==> config.mk <==
export PLATFORM = sky130hd
export DESIGN_NAME = rlpm_cell
export DESIGN_NICKNAME = d
export VERILOG_FILES = /design/src/rtl/rlpm_pkg.sv /design/src/rtl/rlpm_cell.sv
export SDC_FILE = /design/constraint.sdc
export NUM_CORES = 1
export LEC_CHECK = 0
export BUFFER_PORTS_ARGS = -buffer_cell sky130_fd_sc_hd__buf_2
export CAP_MARGIN = 20
export CORE_UTILIZATION = 25
export CTS_BUF_LIST = sky130_fd_sc_hd__clkbuf_16
export CTS_CLUSTER_SIZE = 14
export DETAILED_ROUTE_END_ITERATION = 16
export PLACE_DENSITY = 0.42
export SYNTH_ARGS = -nofsm -noshare
export SYNTH_HDL_FRONTEND = slang
export SYNTH_SLANG_ARGS = --single-unit
==> constraint.sdc <==
create_clock -name clk -period 3.5 [get_ports clk]
set_clock_uncertainty 0.15 [all_clocks]
set_input_delay 0.175 -clock clk [delete_from_list [all_inputs] [get_ports clk]]
set_output_delay 0.175 -clock clk [all_outputs]
set_load 0.03 [all_outputs]
==> src/rtl/rlpm_pkg.sv <==
`timescale 1ns / 1ps
// rlpm_pkg: shared types and constants for the longest prefix match router
// no dependencies; used by the interfaces, the cell and the top level

package rlpm_pkg;

    localparam int unsigned SLOT_W = 5;
    localparam int unsigned ADDR_W = 32;
    localparam int unsigned PORT_W = 3;

    localparam logic OP_WRITE  = 1'b0;
    localparam logic OP_LOOKUP = 1'b1;

    typedef struct packed {
        logic              op;
        logic [SLOT_W-1:0] wr_slot;
        logic              wr_valid;
        logic [ADDR_W-1:0] wr_prefix;
        logic [ADDR_W-1:0] wr_mask;
        logic [ADDR_W-1:0] wr_gateway;
        logic [PORT_W-1:0] wr_port;
        logic [ADDR_W-1:0] addr;
        logic              found;
        logic [ADDR_W-1:0] best_mask;
        logic [SLOT_W-1:0] best_slot;
        logic [ADDR_W-1:0] best_gateway;
        logic [PORT_W-1:0] best_port;
    } item_t;

endpackage

==> src/rtl/rlpm_cell.sv <==
`timescale 1ns / 1ps
// rlpm_cell: one route slot of the chain; applies writes aimed at it and
// folds its entry into the best match of a passing lookup; depends on rlpm_pkg

module rlpm_cell #(
    parameter int unsigned INDEX = 0
) (
    input  logic            clk,
    input  logic            rst_n,
    input  logic            advance,
    input  logic            up_live,
    input  rlpm_pkg::item_t up_item,
    output logic            dn_live,
    output rlpm_pkg::item_t dn_item
);

    localparam bit IN_RANGE = (INDEX < (2 ** rlpm_pkg::SLOT_W));
    localparam int unsigned INDEX_I = INDEX;
    localparam logic [rlpm_pkg::SLOT_W-1:0] SLOT_ID = INDEX_I[rlpm_pkg::SLOT_W-1:0];

    logic                        ent_valid_reg;
    logic [rlpm_pkg::ADDR_W-1:0] ent_prefix_reg;
    logic [rlpm_pkg::ADDR_W-1:0] ent_mask_reg;
    logic [rlpm_pkg::ADDR_W-1:0] ent_gateway_reg;
    logic [rlpm_pkg::PORT_W-1:0] ent_port_reg;

    logic            live_reg;
    rlpm_pkg::item_t item_reg;
    rlpm_pkg::item_t item_next;

    logic wr_hit;
    logic match;
    logic take;

    assign wr_hit = up_live && (up_item.op == rlpm_pkg::OP_WRITE) && IN_RANGE
                    && (up_item.wr_slot == SLOT_ID);

    assign match = ent_valid_reg
                   && (((ent_prefix_reg ^ up_item.addr) & ent_mask_reg) == '0);
    assign take  = (up_item.op == rlpm_pkg::OP_LOOKUP) && match
                   && (!up_item.found || (ent_mask_reg >= up_item.best_mask));

    always_comb
    begin
        item_next = up_item;
        if (take)
        begin
            item_next.found        = 1'b1;
            item_next.best_mask    = ent_mask_reg;
            item_next.best_slot    = SLOT_ID;
            item_next.best_gateway = ent_gateway_reg;
            item_next.best_port    = ent_port_reg;
        end
    end

    always_ff @(posedge clk or negedge rst_n)
    begin
        if (!rst_n)
        begin
            ent_valid_reg <= 1'b0;
            live_reg      <= 1'b0;
        end
        else if (advance)
        begin
            live_reg <= up_live;
            if (wr_hit)
            begin
                ent_valid_reg <= up_item.wr_valid;
            end
        end
    end

    always_ff @(posedge clk)
    begin
        if (advance)
        begin
            item_reg <= item_next;
            if (wr_hit)
            begin
                ent_prefix_reg  <= up_item.wr_prefix;
                ent_mask_reg    <= up_item.wr_mask;
                ent_gateway_reg <= up_item.wr_gateway;
                ent_port_reg    <= up_item.wr_port;
            end
        end
    end

    assign dn_live = live_reg;
    assign dn_item = item_reg;

endmodule

### Word level (Yosys, flattened, before mapping)

Cells that the tools add are included.

* bits in registers: 312
* input bits: 215
* word-level logic and storage cells: 34

* $lt $le $gt $ge: 1
* mux-type cells: 1
* bitwise operators: 3
* reductions and logical operators: 10

Operators by type and width (count)
* $mux W72: 1
* $and A32 B32 Y32: 1
* $ge A32 B32 Y1: 1
* $logic_not A32 Y1: 1
* $xor A32 B32 Y32: 1
* $logic_and A1 B1 Y1: 5
* $logic_not A5 Y1: 1
* $reduce_and A2 Y1: 1
* $logic_not A1 Y1: 1
* $logic_or A1 B1 Y1: 1
* $not A1 Y1: 1

### Longest topological paths before layout

* depth after elaboration: 7
* gate-level depth with buffers: 9

### Worst setup path before layout

OpenSTA, ideal clock, no wires.

* path kind: input to register
* start point: input port up_item[208] in the netlist's numbering
* end point: register ent_valid_reg
* library setup time: 0.131 ns
* arrival: 3.356 ns
* setup slack: -0.137 ns
* stages on the path: 3
* path through: nor4b_1 > and4b_1 > mux2_2

* word-level cells in the longest chain between the ends: 3

RTL lines
* from (decl): RTL line rlpm_cell.sv:12 `input rlpm_pkg::item_t up_item,`
* $logic_not A5 Y1: RTL line rlpm_cell.sv:36 `&& (up_item.wr_slot == SLOT_ID);`
* $logic_and A1 B1 Y1: RTL line rlpm_cell.sv:36
* $reduce_and A2 Y1 (no source line)
* to (signal assigned): RTL line rlpm_cell.sv:68 `ent_valid_reg <= up_item.wr_valid;`
* to (decl): RTL line rlpm_cell.sv:21 `logic ent_valid_reg;`

Every way passes these cells.
A chain may end at the register's enable or synchronous reset.

==> results.json <==
{
  "crit_fanout": 39,
  "end_kind": "flip-flop",
  "ys_seq_area_share_pct": 81.12,
  "finalHoldViolations": 0,
  "cpMaxStageDelayCell": "edfxtp_1",
  "largest_reg_flops": 211,
  "p_sw_w": 0.002314,
  "powerDensity_mw_per_mm2": 531.5,
  "postCtsResizedCells": 0,
  "dpl.hpwl_mm": 23.92,
  "drv_cap": 0,
  "ir_worst_vdd_mv": 0.3406,
  "ys_warn_count": 0,
  "multi_input_area_mm2": 0.001983,
  "finalSetupTns_ps": 0,
  "seqPwrFrac_pct": 46.3,
  "fin_crit_sh_pct": 88.54,
  "cp_slowest_stage_delay_ps": 410,
  "path_cells": "inv_1, ha_1, nand2b_1, a2111oi_2, o31ai_1, a41o_1, o311ai_4, buf_12, mux2_2",
  "dieArea_mm2": 0.04701,
  "synth_cells": 563,
  "synth_edf_count": 310,
  "clk_latency_ps": 550,
  "antenna_found_initial": 1,
  "rr_worst_depth": 9,
  "area_growth_pct": 54.66,
  "critPathKind": "reg -> reg",
  "cts_buffers": 37,
  "track_usage_pct": 14.07,
  "cts_setup_buffers": 0,
  "wirelength_mm": 33.91,
  "hp-class": "in -> reg",
  "start_util_pct": 25.37,
  "layout_common_cells": "buf_2 (425), edfxtp_1 (310), dlygate4sd3_1 (215)",
  "row_count": 78,
  "critPathArrivalTime_ps": 3240,
  "finalSetupViolCount": 0,
  "avgSynthCellArea_um2": 20.49,
  "swShare_pct": 24.41,
  "tightest_slew_ps": 1056,
  "drtIter0Drc": 351,
  "cp.required_ps": 3640,
  "yosysUniqueCellTypes": 36,
  "viasPerCell": 4.028,
  "antenna-diode-count": 0,
  "h-tree-depth": 2,
  "fill_cells": 4345,
  "fmax_mhz": 322.7,
  "grt_pass1_wl_mm": 48.89,
  "grt_max_degree": 99,
  "syn-num-nets": 810,
  "route.antenna.remaining_nets": 0,
  "slew_violations": 0,
  "drcViolationCount": 0,
  "die_h_um": 216.8,
  "grt_pass1_vias": 7965,
  "crit_path_start_kind": "flip-flop",
  "netlist_area_mm2": 0.01154,
  "drtPass1Iterations": 4,
  "async_flop_share_pct": 0.6410,
  "wl_per_cell_um": 18.13,
  "fin_crit_ps": 3099,
  "ios": 427,
  "ys_ff_latch": 312,
  "cts_buffer_depth": 3,
  "layout_commonest_cell": "buf_2",
  "clock-sinks": 312,
  "clk_pin_slew_worst_paths_ps": 60,
  "cts_tree": "yes",
  "status": "finished clean",
  "layout-drive-gt1-share_pct": 43.70,
  "p_leak_nw": 7.231,
  "cts-root-buf": "clkbuf_16",
  "combPwrFrac_pct": 12.1,
  "clkPwrFrac_pct": 41.6,
  "final_util_pct": 39.23,
  "cts_hold_buf": 215,
  "via_count": 7532,
  "seq_area_mm2": 0.009359,
  "fp.dieW_um": 216.8,
  "whs_path_depth": 2,
  "relSlewSlack_pct": 29.57,
  "portBuffers": 426,
  "synth-main-ff-cell": "edfxtp_1",
  "grt_remaining_overflow": 0,
  "layout.nets": 1490,
  "fp.coreArea_mm2": 0.04548,
  "grt_setup_unrepaired": "no",
  "finalWeightedCongestion": 0.7222,
  "p_int_w": 0.007169
}
-- worst max-delay path, delay by kind of cell (launching register included) --
kind                       cells  cell delay (ps)
and+or+nand+nor                1              160
muxes                          1              380
AOI/OAI and AO/OA              4             1140
buffers and inverters          2              390
DFF                            1              410
adders and majority gates      1              210
-- final timing paths --
kind	slack, ps	endpoint	from
min	210	dn_item[114]$_DFFE_PP_	up_item[114]
max	400	dn_item[27]$_DFFE_PP_	ent_mask_reg[0]$_DFFE_PP_
max reg2reg	400	dn_item[27]$_DFFE_PP_	ent_mask_reg[0]$_DFFE_PP_
max in group asynchronous	2730	dn_live$_DFFE_PN0P_	rst_n
min in group asynchronous	340	ent_valid_reg$_DFFE_PN0P_	rst_n
min reg2reg	360	ent_valid_reg$_DFFE_PN0P_	ent_valid_reg$_DFFE_PN0P_
-- routing by layer --
layer	global-route usage, %	vias to the layer above	part of all wire, %
li1	-	3577	-
met1	17.51	3644	43
met2	23.60	252	49
met3	3.969	57	5.9
met4	4.366	2	2.4
met5	0	-	0.041
-- cells by family after synthesis --
logic type	Yosys count	synth area share, %
AOI/OAI and AO/OA	45	2.852
xor gates and xnor gates	32	2.429
adders and majority gates	32	3.470
buffers and inverters	39	1.724
DFF	312	81.12
muxes	69	6.735
and+or+nand+nor	34	1.670
-- per-stage QoR --
step	std cells	hold WS (ps)	power (W)	setup slack, ps	cell area (um2)
after floorplan	563	-270.6	0.004981	618.0	11540
after global placement	1589	-184.0	0.005435	393.9	14450
after detailed placement	1589	-185.5	0.005434	342.8	14450
after CTS	1870	166.8	0.009648	349.6	17840
after global routing	1870	186.9	0.009839	228.1	17840
final	1870	213.2	0.009483	401.0	17840
-- power groups by stage --
| stage | Combinational, W | Clock [W] | Sequential [W] |
|---|---|---|---|
| 2_1_floorplan | 0.0000950 | 0 | 0.00489 |
| 3_3_place_gp | 0.000971 | 0 | 0.00446 |
| 3_5_place_dp | 0.000967 | 0 | 0.00447 |
| 4_1_cts | 0.00117 | 0.00409 | 0.00439 |
| 5_1_grt | 0.00122 | 0.00421 | 0.00441 |
| 6_report | 0.00115 | 0.00395 | 0.00439 |
-- Yosys cell counts (3+ instances only) --
cell type / n / area (um2)
and2_1: 5 / 31.28
inv_1: 32 / 120.1
o21ai_0: 5 / 25.02
nor2_1: 3 / 11.26
a21o_1: 3 / 22.52
nand4_1: 5 / 31.28
mux2_1: 5 / 56.30
mux2_2: 64 / 720.7
xor2_1: 32 / 280.3
a21oi_1: 13 / 65.06
nand2_1: 8 / 30.03
buf_6: 7 / 78.83
edfxtp_1: 310 / 9309
a22oi_1: 11 / 82.58
ha_1: 32 / 400.4
-- final cells by class --
class	instances	area share, %
sequential	312	52.45
timing repair buffer	648	24.57
multi-input combinational	212	11.11
clock buffer	39	5.469
tap	600	4.207
clock inverter	27	1.515
inverter	32	0.6732
Note: power is estimated with default switching activity, not from simulation.
